## src/rtl/core/quantized_loop_tap_player_macros.svh

```systemverilog
// Assertion macros for the loop tap player.
// Used by the top level only; needs aclk and aresetn in scope.
`ifndef QUANTIZED_LOOP_TAP_PLAYER_MACROS_SVH
`define QUANTIZED_LOOP_TAP_PLAYER_MACROS_SVH

// antecedent implies consequent in the same cycle
`define QLTP_ASSERT_NOW(lbl, ante, cons, msg) \
    lbl: assert property (@(posedge aclk) disable iff (!aresetn) (ante) |-> (cons)) \
        else $error(msg);

// antecedent implies consequent in the next cycle
`define QLTP_ASSERT_NEXT(lbl, ante, cons, msg) \
    lbl: assert property (@(posedge aclk) disable iff (!aresetn) (ante) |=> (cons)) \
        else $error(msg);

`endif

```

## src/rtl/core/qltp_pkg.sv

```systemverilog
// Shared types and constants for the loop tap player.
// No dependencies.
package qltp_pkg;

    localparam int MAX_TAPS_DEF    = 32;
    localparam int INSTRUMENTS_DEF = 6;

    localparam int CT_W = 34;
    localparam int D_W  = 35;

    typedef enum logic [1:0] {
        FUNC_TICK    = 2'd0,
        FUNC_WRITE   = 2'd1,
        FUNC_RESTART = 2'd2,
        FUNC_NONE    = 2'd3
    } func_t;

    typedef enum logic [2:0] {
        CFG_BEAT_LEN  = 3'd0,
        CFG_BAR_LEN   = 3'd1,
        CFG_QUANT     = 3'd2,
        CFG_BAR_NOTE  = 3'd3,
        CFG_BEAT_NOTE = 3'd4
    } cfg_idx_t;

    localparam logic [15:0] BEAT_LEN_RST  = 16'd500;
    localparam logic [15:0] BAR_LEN_RST   = 16'd2000;
    localparam logic [6:0]  BAR_NOTE_RST  = 7'd36;
    localparam logic [6:0]  BEAT_NOTE_RST = 7'd37;

    localparam logic [6:0] BAR_VEL    = 7'd100;
    localparam logic [6:0] BEAT_VEL   = 7'd64;
    localparam logic [2:0] CLICK_LAMP = 3'd4;
    localparam int         WINDOW_MS  = 10;

    typedef struct packed {
        logic [13:0] pulse_len;
        logic [2:0]  lamp;
        logic [6:0]  velocity;
        logic [6:0]  note;
    } ev_t;

    typedef struct packed {
        logic push;
        logic flush;
        ev_t  ev;
    } evq_ctl_t;

    typedef struct packed {
        logic push_ok;
        logic flush_ok;
        logic hold_valid;
    } evq_sts_t;

endpackage

```

## src/rtl/core/qltp_ram.sv

```systemverilog
// Generic single-write, single-read RAM with registered read data.
// No dependencies.
module qltp_ram #(
    parameter int WIDTH = 8,
    parameter int DEPTH = 32
) (
    input  logic                                   aclk,
    input  logic                                   we,
    input  logic [((DEPTH > 1) ? $clog2(DEPTH) : 1)-1:0] waddr,
    input  logic [WIDTH-1:0]                       wdata,
    input  logic [((DEPTH > 1) ? $clog2(DEPTH) : 1)-1:0] raddr,
    output logic [WIDTH-1:0]                       rdata
);
    logic [WIDTH-1:0] mem [DEPTH];

    always_ff @(posedge aclk) begin
        if (we) begin
            mem[waddr] <= wdata;
        end
        rdata <= mem[raddr];
    end
endmodule

```

## src/rtl/core/qltp_rem.sv

```systemverilog
// Iterative floored remainder, one quotient bit per cycle.
// Depends on qltp_pkg.
module qltp_rem
    import qltp_pkg::*;
(
    input  logic                   aclk,
    input  logic                   aresetn,
    input  logic                   start,
    input  logic signed [CT_W-1:0] x,
    input  logic [15:0]            q,
    output logic                   done,
    output logic [15:0]            r
);
    logic            busy_reg, busy_next;
    logic            done_reg, done_next;
    logic [5:0]      cnt_reg, cnt_next;
    logic [CT_W-1:0] m_reg, m_next;
    logic [15:0]     rem_reg, rem_next;
    logic            neg_reg, neg_next;
    logic [15:0]     r_reg, r_next;
    logic [16:0]     sh;
    logic [16:0]     diff;
    logic [15:0]     step_rem;

    always_comb begin
        sh       = {rem_reg, m_reg[CT_W-1]};
        diff     = sh - {1'b0, q};
        step_rem = (sh >= {1'b0, q}) ? diff[15:0] : sh[15:0];
    end

    always_comb begin
        busy_next = busy_reg;
        done_next = 1'b0;
        cnt_next  = cnt_reg;
        m_next    = m_reg;
        rem_next  = rem_reg;
        neg_next  = neg_reg;
        r_next    = r_reg;
        if (start) begin
            busy_next = 1'b1;
            cnt_next  = 6'(CT_W - 1);
            neg_next  = x[CT_W-1];
            m_next    = x[CT_W-1] ? CT_W'(-x) : CT_W'(x);
            rem_next  = '0;
        end else if (busy_reg) begin
            rem_next = step_rem;
            m_next   = {m_reg[CT_W-2:0], 1'b0};
            cnt_next = cnt_reg - 6'd1;
            if (cnt_reg == '0) begin
                busy_next = 1'b0;
                done_next = 1'b1;
                r_next    = (neg_reg && step_rem != '0) ? q - step_rem : step_rem;
            end
        end
    end

    always_ff @(posedge aclk) begin
        if (!aresetn) begin
            busy_reg <= 1'b0;
            done_reg <= 1'b0;
        end else begin
            busy_reg <= busy_next;
            done_reg <= done_next;
        end
        cnt_reg <= cnt_next;
        m_reg   <= m_next;
        rem_reg <= rem_next;
        neg_reg <= neg_next;
        r_reg   <= r_next;
    end

    assign done = done_reg;
    assign r    = r_reg;
endmodule

```

## src/rtl/core/qltp_evq.sv

```systemverilog
// Event output stage: one hold entry plus the output register, so the
// last flag is known when an event leaves. Depends on qltp_pkg.
module qltp_evq
    import qltp_pkg::*;
(
    input  logic        aclk,
    input  logic        aresetn,
    input  evq_ctl_t    ctl,
    output evq_sts_t    sts,
    output logic        m_tvalid,
    input  logic        m_tready,
    output logic [31:0] m_tdata,   // note[6:0], velocity[13:7], lamp[16:14], pulse_len[30:17]
    output logic        m_tlast
);
    logic hold_valid_reg, hold_valid_next;
    ev_t  hold_reg, hold_next;
    logic out_valid_reg, out_valid_next;
    ev_t  out_reg, out_next;
    logic last_reg, last_next;
    logic out_free;

    always_comb begin
        out_free        = !out_valid_reg || m_tready;
        hold_valid_next = hold_valid_reg;
        hold_next       = hold_reg;
        out_valid_next  = out_valid_reg && !m_tready;
        out_next        = out_reg;
        last_next       = last_reg;
        sts.push_ok     = !hold_valid_reg || out_free;
        sts.flush_ok    = !hold_valid_reg || out_free;
        sts.hold_valid  = hold_valid_reg;
        if (ctl.push && sts.push_ok) begin
            if (hold_valid_reg) begin
                out_valid_next = 1'b1;
                out_next       = hold_reg;
                last_next      = 1'b0;
            end
            hold_valid_next = 1'b1;
            hold_next       = ctl.ev;
        end else if (ctl.flush && hold_valid_reg && out_free) begin
            out_valid_next  = 1'b1;
            out_next        = hold_reg;
            last_next       = 1'b1;
            hold_valid_next = 1'b0;
        end
    end

    always_ff @(posedge aclk) begin
        if (!aresetn) begin
            hold_valid_reg <= 1'b0;
            out_valid_reg  <= 1'b0;
        end else begin
            hold_valid_reg <= hold_valid_next;
            out_valid_reg  <= out_valid_next;
        end
        hold_reg <= hold_next;
        out_reg  <= out_next;
        last_reg <= last_next;
    end

    assign m_tvalid = out_valid_reg;
    assign m_tdata  = {1'b0, out_reg};
    assign m_tlast  = last_reg;
endmodule

```

## src/rtl/core/quantized_loop_tap_player.sv

```systemverilog
// Loop tap player for a drum machine: top level with the tick sequencer.
// Depends on qltp_pkg, qltp_ram, qltp_rem, qltp_evq and the macros header.
//
// Input channel s_*: one transaction is a tap write, a loop restart or a
// millisecond tick (s_tuser selects). Writes and restarts leave the sequencer idle.
// A tick that is not paused produces up to MAX_TAPS+1 note-on events on
// m_*, the final one with m_tlast set; a tick may produce none.
// Tick steps: click and bar position (TIMES, CALC), then either the
// remainder unit (quantized mode) or nothing, then a read state and an
// event state per tap in the scan of the tap RAM (one read port), then
// FLUSH releases the last event.
// s_tready is high only while the sequencer is idle.
// The last event of a tick may still sit in the output register when the
// next transaction is taken. A stalled m_tready holds the sequencer at its
// next event; nothing is dropped.
// Reset (aresetn low, synchronous) restores register defaults and clears played
// flags, fired marks and times; the tap RAM is not cleared. Configuration is
// written through cfg_we/cfg_index/cfg_data while idle: a user rule, not enforced.
`include "quantized_loop_tap_player_macros.svh"
module quantized_loop_tap_player
    import qltp_pkg::*;
#(
    parameter int MAX_TAPS    = MAX_TAPS_DEF,
    parameter int INSTRUMENTS = INSTRUMENTS_DEF
) (
    input  logic        aclk,
    input  logic        aresetn,
    input  logic        s_tvalid,
    output logic        s_tready,
    // now_ms[31:0], paused[32], entry_index[37:33], tap_time[53:38],
    // tap_instrument[56:54], tap_note[63:57], tap_velocity[70:64], tap_count[76:71]
    input  logic [79:0] s_tdata,
    input  logic [1:0]  s_tuser,   // func[1:0]
    output logic        m_tvalid,
    input  logic        m_tready,
    // note[6:0], velocity[13:7], lamp[16:14], pulse_len[30:17]
    output logic [31:0] m_tdata,
    output logic        m_tlast,
    input  logic        cfg_we,
    input  logic [2:0]  cfg_index,
    input  logic [15:0] cfg_data
);
    localparam int AW    = (MAX_TAPS > 1) ? $clog2(MAX_TAPS) : 1;
    localparam int CW    = $clog2(MAX_TAPS + 1);
    localparam int TAP_W = 33;

    typedef enum logic [6:0] {
        ST_IDLE  = 7'b0000001,
        ST_TIMES = 7'b0000010,
        ST_CALC  = 7'b0000100,
        ST_DIV   = 7'b0001000,
        ST_RD    = 7'b0010000,
        ST_EV    = 7'b0100000,
        ST_FLUSH = 7'b1000000
    } state_t;

    state_t state_reg, state_next;

    logic [15:0] beat_len_reg, bar_len_reg, qp_reg;
    logic [6:0]  bar_note_reg, beat_note_reg;
    logic [31:0] now_reg, nbar_reg, nbeat_reg;
    logic signed [CT_W-1:0] ct_reg;
    logic [CW-1:0] idx_reg, total_reg;
    logic [MAX_TAPS-1:0]    played_reg;
    logic [INSTRUMENTS-1:0] fired_reg;
    logic slot_reg;

    // input fields
    func_t       in_func;
    logic [31:0] in_now;
    logic        in_paused;
    logic [4:0]  in_entry;
    logic [15:0] in_time;
    logic [2:0]  in_ins;
    logic [6:0]  in_note, in_vel;
    logic [5:0]  in_count;
    logic        s_acc;

    assign in_func   = func_t'(s_tuser);
    assign in_now    = s_tdata[31:0];
    assign in_paused = s_tdata[32];
    assign in_entry  = s_tdata[37:33];
    assign in_time   = s_tdata[53:38];
    assign in_ins    = s_tdata[56:54];
    assign in_note   = s_tdata[63:57];
    assign in_vel    = s_tdata[70:64];
    assign in_count  = s_tdata[76:71];
    assign s_tready  = (state_reg == ST_IDLE);
    assign s_acc     = s_tvalid && s_tready;

    // tap RAM
    logic             ram_we;
    logic [TAP_W-1:0] ram_rdata;
    logic [15:0]      t_time;
    logic [2:0]       t_ins;
    logic [6:0]       t_note, t_vel;

    assign ram_we = s_acc && in_func == FUNC_WRITE && 32'(in_entry) < MAX_TAPS;

    qltp_ram #(.WIDTH(TAP_W), .DEPTH(MAX_TAPS)) u_ram (
        .aclk (aclk),
        .we   (ram_we),
        .waddr(AW'(in_entry)),
        .wdata({in_time, in_ins, in_note, in_vel}),
        .raddr(idx_reg[AW-1:0]),
        .rdata(ram_rdata)
    );
    assign {t_time, t_ins, t_note, t_vel} = ram_rdata;

    // remainder unit
    logic        rem_start, rem_done;
    logic [15:0] rem_r;
    logic [15:0] h;
    logic        quant;
    logic signed [CT_W-1:0] ct_calc;

    assign h         = {1'b0, qp_reg[15:1]};
    assign quant     = (qp_reg != '0);
    assign rem_start = (state_reg == ST_CALC) && quant;

    qltp_rem u_rem (
        .aclk   (aclk),
        .aresetn(aresetn),
        .start  (rem_start),
        .x      (ct_calc + $signed({18'b0, h})),
        .q      (qp_reg),
        .done   (rem_done),
        .r      (rem_r)
    );

    // event queue
    evq_ctl_t evq_ctl;
    evq_sts_t evq_sts;

    qltp_evq u_evq (
        .aclk    (aclk),
        .aresetn (aresetn),
        .ctl     (evq_ctl),
        .sts     (evq_sts),
        .m_tvalid(m_tvalid),
        .m_tready(m_tready),
        .m_tdata (m_tdata),
        .m_tlast (m_tlast)
    );

    // datapath
    logic [31:0]       sd_bar, sd_beat;
    logic [32:0]       near_sum;
    logic              bar_hit, beat_hit, near_bar;
    logic signed [D_W-1:0]  d, dp, dm;
    logic              in_q, in_u, gated, played_cur, tap_hit, last_tap;
    ev_t               bar_ev, beat_ev, tap_ev;

    always_comb begin
        sd_bar   = now_reg - nbar_reg;
        sd_beat  = now_reg - nbeat_reg;
        bar_hit  = !sd_bar[31];
        beat_hit = !sd_beat[31];
        near_sum = {sd_bar[31], sd_bar} + {17'b0, h};
        near_bar = !near_sum[32] && near_sum != '0;
        ct_calc  = $signed({{2{sd_bar[31]}}, sd_bar}) + $signed({18'b0, bar_len_reg});
        d        = $signed({19'b0, t_time}) - $signed({ct_reg[CT_W-1], ct_reg});
        dp       = d + $signed({19'b0, h});
        dm       = d - $signed({19'b0, h});
        in_q     = !dp[D_W-1] && dm[D_W-1];
        in_u     = (d > -D_W'(WINDOW_MS)) && (d < D_W'(WINDOW_MS));
        gated    = 1'b0;
        for (int k = 0; k < INSTRUMENTS; k++) begin
            if (t_ins == 3'(k) && fired_reg[k]) begin
                gated = 1'b1;
            end
        end
        played_cur = played_reg[idx_reg[AW-1:0]];
        tap_hit    = quant ? (!gated && in_q) : (in_u && !played_cur);
        last_tap   = (idx_reg + CW'(1)) == total_reg;

        bar_ev  = '{pulse_len: beat_len_reg[15:2], lamp: CLICK_LAMP,
                    velocity: BAR_VEL, note: bar_note_reg};
        beat_ev = '{pulse_len: 14'(beat_len_reg[15:5]), lamp: CLICK_LAMP,
                    velocity: BEAT_VEL, note: beat_note_reg};
        tap_ev  = '{pulse_len: 14'(t_vel[6:5]), lamp: t_ins,
                    velocity: t_vel, note: t_note};

        evq_ctl.push  = 1'b0;
        evq_ctl.flush = (state_reg == ST_FLUSH);
        evq_ctl.ev    = tap_ev;
        unique case (state_reg)
            ST_TIMES: begin
                evq_ctl.push = bar_hit || beat_hit;
                evq_ctl.ev   = bar_hit ? bar_ev : beat_ev;
            end
            ST_EV: begin
                evq_ctl.push = tap_hit;
            end
            default: begin
            end
        endcase
    end

    // sequencer
    logic [31:0]            nbar_next, nbeat_next;
    logic [CW-1:0]          idx_next, total_next;
    logic [MAX_TAPS-1:0]    played_next;
    logic [INSTRUMENTS-1:0] fired_next;
    logic                   slot_next;
    logic [31:0]            now_next;
    logic signed [CT_W-1:0] ct_next;

    always_comb begin
        state_next  = state_reg;
        nbar_next   = nbar_reg;
        nbeat_next  = nbeat_reg;
        idx_next    = idx_reg;
        total_next  = total_reg;
        played_next = played_reg;
        fired_next  = fired_reg;
        slot_next   = slot_reg;
        now_next    = now_reg;
        ct_next     = ct_reg;
        unique case (state_reg)
            ST_IDLE: begin
                if (s_acc) begin
                    now_next = in_now;
                    if (in_func == FUNC_RESTART) begin
                        total_next  = (32'(in_count) > MAX_TAPS) ? CW'(MAX_TAPS) : CW'(in_count);
                        nbar_next   = in_now;
                        nbeat_next  = in_now;
                        played_next = '0;
                        fired_next  = '0;
                        slot_next   = 1'b0;
                    end else if (in_func == FUNC_TICK && !in_paused) begin
                        state_next = ST_TIMES;
                    end
                end
                if (cfg_we && cfg_idx_t'(cfg_index) == CFG_QUANT) begin
                    fired_next = '0;
                    slot_next  = 1'b0;
                end
            end
            ST_TIMES: begin
                if (!evq_ctl.push || evq_sts.push_ok) begin
                    state_next = ST_CALC;
                    if (bar_hit) begin
                        nbar_next  = nbar_reg + 32'(bar_len_reg);
                        nbeat_next = nbeat_reg + 32'(beat_len_reg);
                        for (int k = 0; k < MAX_TAPS; k++) begin
                            if (k < 32'(total_reg)) begin
                                played_next[k] = 1'b0;
                            end
                        end
                    end else begin
                        if (beat_hit) begin
                            nbeat_next = nbeat_reg + 32'(beat_len_reg);
                        end
                        if (quant && near_bar) begin
                            fired_next = '0;
                        end
                    end
                end
            end
            ST_CALC: begin
                ct_next  = ct_calc;
                idx_next = '0;
                if (quant) begin
                    state_next = ST_DIV;
                end else if (total_reg == '0) begin
                    state_next = ST_FLUSH;
                end else begin
                    state_next = ST_RD;
                end
            end
            ST_DIV: begin
                if (rem_done) begin
                    if (rem_r < h) begin
                        slot_next  = 1'b0;
                        fired_next = '0;
                        state_next = ST_FLUSH;
                    end else if (slot_reg) begin
                        state_next = ST_FLUSH;
                    end else begin
                        slot_next  = 1'b1;
                        state_next = (total_reg == '0) ? ST_FLUSH : ST_RD;
                    end
                end
            end
            ST_RD: begin
                state_next = ST_EV;
            end
            ST_EV: begin
                if (!tap_hit || evq_sts.push_ok) begin
                    if (quant) begin
                        if (gated || in_q) begin
                            played_next[idx_reg[AW-1:0]] = 1'b1;
                        end
                        if (tap_hit) begin
                            for (int k = 0; k < INSTRUMENTS; k++) begin
                                if (t_ins == 3'(k)) begin
                                    fired_next[k] = 1'b1;
                                end
                            end
                        end
                    end else begin
                        played_next[idx_reg[AW-1:0]] = in_u;
                    end
                    idx_next   = idx_reg + CW'(1);
                    state_next = last_tap ? ST_FLUSH : ST_RD;
                end
            end
            ST_FLUSH: begin
                if (evq_sts.flush_ok) begin
                    state_next = ST_IDLE;
                end
            end
            default: begin
                state_next = ST_IDLE;
            end
        endcase
    end

    always_ff @(posedge aclk) begin
        if (!aresetn) begin
            state_reg     <= ST_IDLE;
            beat_len_reg  <= BEAT_LEN_RST;
            bar_len_reg   <= BAR_LEN_RST;
            qp_reg        <= '0;
            bar_note_reg  <= BAR_NOTE_RST;
            beat_note_reg <= BEAT_NOTE_RST;
            nbar_reg      <= '0;
            nbeat_reg     <= '0;
            total_reg     <= '0;
            played_reg    <= '0;
            fired_reg     <= '0;
            slot_reg      <= 1'b0;
            idx_reg       <= '0;
        end else begin
            state_reg  <= state_next;
            nbar_reg   <= nbar_next;
            nbeat_reg  <= nbeat_next;
            total_reg  <= total_next;
            played_reg <= played_next;
            fired_reg  <= fired_next;
            slot_reg   <= slot_next;
            idx_reg    <= idx_next;
            if (cfg_we) begin
                unique case (cfg_index)
                    CFG_BEAT_LEN:  beat_len_reg  <= cfg_data;
                    CFG_BAR_LEN:   bar_len_reg   <= cfg_data;
                    CFG_QUANT:     qp_reg        <= cfg_data;
                    CFG_BAR_NOTE:  bar_note_reg  <= cfg_data[6:0];
                    CFG_BEAT_NOTE: beat_note_reg <= cfg_data[6:0];
                    default: begin
                    end
                endcase
            end
        end
        now_reg <= now_next;
        ct_reg  <= ct_next;
    end

    `QLTP_ASSERT_NOW(a_rem_done_in_div, rem_done, state_reg == ST_DIV, "remainder done outside DIV")
    `QLTP_ASSERT_NOW(a_scan_in_range, state_reg == ST_EV, idx_reg < total_reg, "tap index past total")
    `QLTP_ASSERT_NEXT(a_out_hold, m_tvalid && !m_tready, m_tvalid && $stable(m_tdata) && $stable(m_tlast), "output changed while stalled")
    `QLTP_ASSERT_NEXT(a_flush_idle, state_reg == ST_FLUSH && evq_sts.flush_ok, !evq_sts.hold_valid, "flush left event")

endmodule
```

## config.mk

```make
export PLATFORM = sky130hd
export DESIGN_NAME = quantized_loop_tap_player
export DESIGN_NICKNAME = d
export VERILOG_FILES = /design/src/rtl/core/qltp_pkg.sv /design/src/rtl/core/qltp_ram.sv /design/src/rtl/core/qltp_rem.sv /design/src/rtl/core/qltp_evq.sv /design/src/rtl/core/quantized_loop_tap_player.sv
export VERILOG_INCLUDE_DIRS = /design/src /design/src/rtl/core
export SDC_FILE = /design/constraint.sdc
export NUM_CORES = 2
export LEC_CHECK = 0
export BUFFER_PORTS_ARGS = -buffer_cell sky130_fd_sc_hd__buf_4
export CAP_MARGIN = 10
export CORE_ASPECT_RATIO = 1.75
export CORE_MARGIN = 2
export CORE_UTILIZATION = 57
export DETAILED_ROUTE_END_ITERATION = 8
export HOLD_SLACK_MARGIN = 0.15
export PLACE_DENSITY = 0.76
export SYNTH_ARGS = -nofsm -noshare
export SYNTH_HDL_FRONTEND = slang
export SYNTH_SLANG_ARGS = --single-unit
```

## constraint.sdc

```tcl
create_clock -name aclk -period 6.4 [get_ports aclk]
set_clock_uncertainty 0.15 [all_clocks]
set_input_delay 0.64 -clock aclk [delete_from_list [all_inputs] [get_ports aclk]]
set_output_delay 0.64 -clock aclk [all_outputs]
set_load 0.1 [all_outputs]
```

==> key figures <==
Critical path
  • CP Launch Type: flop
  • CP bufs+invs: 2
  • Slack of the worst reg-to-reg path: -0.18 ns
  • Critical path capture point type: flop
  • CP max-delay cell: or4_4
  • Most used cell, CP: a21oi_2
  • CP delay by family, top: compound AO/OA/AOI/OAI gates
  • Max incr delay on CP: 0.52 ns
  • Setup CP Type: reg2reg
  • Critical Path Fanout Max: 5
  • CP required: 6.75 ns
  • Arr. time, crit path: around 6.9 ns

Logic synthesis
  • Sequential share of the synthesized area: 0.606
  • Most used DFF post-synth: edfxtp_1
  • Synthesized area: around 0.07 mm^2
  • Cell taking the most area after synthesis: edfxtp_1
  • Yosys top cell area share: 0.535
  • Fraction of registers with async set/reset: 0
  • Distinct cells, synth: 113
  • Flops & latches, synth: 1478
  • Top post-synthesis cells by area: edfxtp_1 (54%), mux4_2 (8.9%), dfxtp_1 (7.0%), ha_1 (4.3%), a21oi_1 (2.2%)
  • Syn nets: between 5000 and 6000
  • Syn. warnings: 0
  • Avg Inst Size Synth: 13.6 um^2
  • Number of synthesized flops with an enable pin: 1235
  • Synth Instances: ~5100

Clocking
  • Longest Clk Path Bufs: 3
  • H-tree depth: 4
  • Clk root buf: clkbuf_16
  • CTS Sinks: 1478
  • Total CTS buffers: approximately 130
  • TritonCTS clock tree: done
  • Clock latency on the worst-skew pair: between 0.7 and 0.8 ns
  • Worst-path clk slew: ~0.07 ns

Die
  • Die X: 268 um
  • Core region area: around 0.12 mm^2
  • Num ports: 141
  • DIE AREA: 0.124 mm^2
  • Die height: roughly 470 um
  • Starting density of the core: 0.573
  • Placement Rows: about 170

Pwr
  • Int Power: about 21 mW
  • Sequential share of power: 0.340
  • P_sw: between 10 and 15 mW
  • Overall power: 32.8 mW
  • Max rail drop VDD: ~0.43 mV
  • P_leak: roughly 28 nW
  • Logic pwr share: 0.407
  • PwrDens: 410 mW/mm^2
  • Clk pwr share: 0.253
  • Sw frac: 0.352

Layout
  • Fillers: 8424
  • Max reg flops: 1056
  • Final Non-Filler Cells: about 7300
  • Share of cells above drive strength 1: 0.200
  • Layout area overhead: 15.6%
  • Register area: around 0.042 mm^2
  • Multi-input gate area: between 0.02 and 0.03 mm^2
  • # nets final: 5870

Global route
  • First-pass GRT wire length: about 310000 um
  • Largest net degree at the start of global routing: about 120
  • Gr usage total: 0.340
  • GRT overflow: 0
  • Antenna violations before repair: 23
  • Vias in the first global route: between 40000 and 50000

Detailed routing
  • Final ANT Viol Nets: 0
  • Vias per cell: 6.56
  • DRT iter0 DRCs: between 4000 and 5000
  • Remaining DRCs: 0
  • Wire length per cell: ~29 um
  • 1st-pass router iterations: 6
  • Vias: roughly 48000
  • DRT Wirelength: around 210000 um

STA
  • Final Slew Violations: 0
  • Setup ws final: -0.179 ns
  • Upper clock frequency limit: about 150 MHz
  • Minimum clock period: between 6 and 7 ns
  • RSZ-0062 raised after global routing: yes
  • Crit share post-route: 1.03
  • Final setup fails: 10
  • Headroom to the max-slew limit: 0.157
  • Final Hold Viols: 0
  • Minimum hold slack: approximately 0.16 ns
  • Actual slew at the worst max-slew pin: around 1.3 ns

Placement
  • Port Buffer Count: roughly 140
  • Post-DP HPWL: approximately 140000 um
  • Placed Cells incl. Taps: 6890
  • GP Congestion: about 0.97

Run status
  • Failing checks: negative setup slack
  • Status: finished, violations left

Worst hold path
  • Hold Path Class: in2reg

Flow run
  • Max-Cap Viols: 0
cells by family (layout without fill, tap and decap cells):
group / Yosys count / after routing / share of synthesized area
buffers and inverters: 439 / 985 / 0.0248
AOI/OAI and AO/OA: 1137 / 1137 / 0.111
DFF: 1478 / 1478 / 0.606
muxes: 386 / 386 / 0.105
and+or+nand+nor: 1209 / 1209 / 0.0836
adders and majority gates: 245 / 245 / 0.0452
xor gates and xnor gates: 187 / 187 / 0.0240
other: 1 / 21 / 0.0000541
layout make-up:
type,instances,share of cell area
multi-input combinational,3165,0.330
antenna,20,0.000625
clock buffer,163,0.0443
inverter,205,0.00977
clock inverter,80,0.0115
timing repair buffer,537,0.0547
sequential,1478,0.524
tap,1624,0.0254
worst paths after layout:
kind                             to  cells after the start                from
setup / recovery    u_rem.m_reg[30]                     31          now_reg[1]
hold / removal       bar_len_reg[0]                      5        cfg_index[0]
setup reg to reg    u_rem.m_reg[30]                     31          now_reg[1]
hold reg to reg   u_evq.m_tdata[15]                      0  u_evq.hold_reg[15]
what timing repair did:
action	in CTS	in global routing
hold buffers	90	1
cloned	0	0
resized for setup	44	79
endpoints found under the setup margin	31	44
setup buffers	18	11
pin swaps	43	59
endpoints found under the hold margin	1212	2
cell usage in the layout (no fill, tap or decap), types with 69 or more instances in the layout:
cell              n
edfxtp_1       1235
buf_4           432
nand2_1         378
a21oi_1         281
mux4_2          274
nor2_1          271
dfxtp_1         240
ha_1            230
inv_1           197
o21ai_0         178
clkbuf_16       135
nand3_1         121
xnor2_1         106
mux2i_1         105
dlygate4sd3_1    91
xor2_1           69
worst register-to-register path: cells and delay by family (launching register included):
| kind | cells | cell delay [ns] |
|---|---|---|
| adders and majority gates | 3 | 0.91 |
| xor gates and xnor gates | 3 | 0.41 |
| AOI/OAI and AO/OA | 16 | 2.63 |
| buffers and inverters | 2 | 0.37 |
| DFF | 1 | 0.43 |
| and+or+nand+nor | 7 | 1.38 |
synth_stat cells (all sizes together), types with 14 or more instances:
master / number
nor4: 33
a22oi: 17
a22o: 39
xor2: 73
edfxtp: 1235
and2: 32
a21boi: 14
and3: 42
a21o: 68
nor2b: 30
nand3b: 16
nor2: 312
a211oi: 70
o221ai: 33
o21a: 37
clkbuf: 171
nand2b: 35
nand2: 384
o31ai: 41
dfxtp: 243
nand3: 125
o21ai: 214
a311oi: 16
or2: 19
a31oi: 55
ha: 236
a21oi: 306
o21bai: 21
a32o: 17
inv: 204
a221oi: 34
xnor2: 114
nor3: 69
nand4: 36
buf: 63
mux2i: 107
o311ai: 14
o211ai: 33
mux4: 274
or3: 18
nor3b: 15
power groups by stage:
stage	sequential, mW	clock [mW]	combinational, mW
after floorplan	11.3	0	7.37
after global placement	11.3	0	11.8
after detailed placement	11.3	0	11.9
after CTS	11.1	8.33	12.6
after global routing	11.2	8.64	14.4
final	11.1	8.28	13.4
metrics by stage:
| stage | util | TNS [ns] | setup WS [ns] | cell area, um^2 |
|---|---|---|---|---|
| after floorplan | - | 0 | 0.0292 | 69300 |
| after CTS | 0.658 | -0.803 | -0.137 | 79600 |
| after global placement | 0.611 | -5.25 | -0.376 | 73900 |
| after global routing | 0.662 | -5.33 | -0.492 | 80000 |
| final | 0.662 | -1.19 | -0.179 | 80100 |
| after detailed placement | 0.611 | -7.40 | -0.413 | 73900 |
metal layers:
| layer | routed length, um | up-vias | GRT usage | part of all wire |
|---|---|---|---|---|
| met5 | 139 | - | 0.00313 | 0.00066 |
| met2 | 108000 | 2534 | 0.593 | 0.51 |
| met1 | 67700 | 23600 | 0.355 | 0.32 |
| met3 | 15100 | 871 | 0.0673 | 0.071 |
| met4 | 20100 | 16 | 0.271 | 0.095 |
| li1 | - | 20700 | - | - |
No activity file was read; power rests on OpenSTA's default activity.
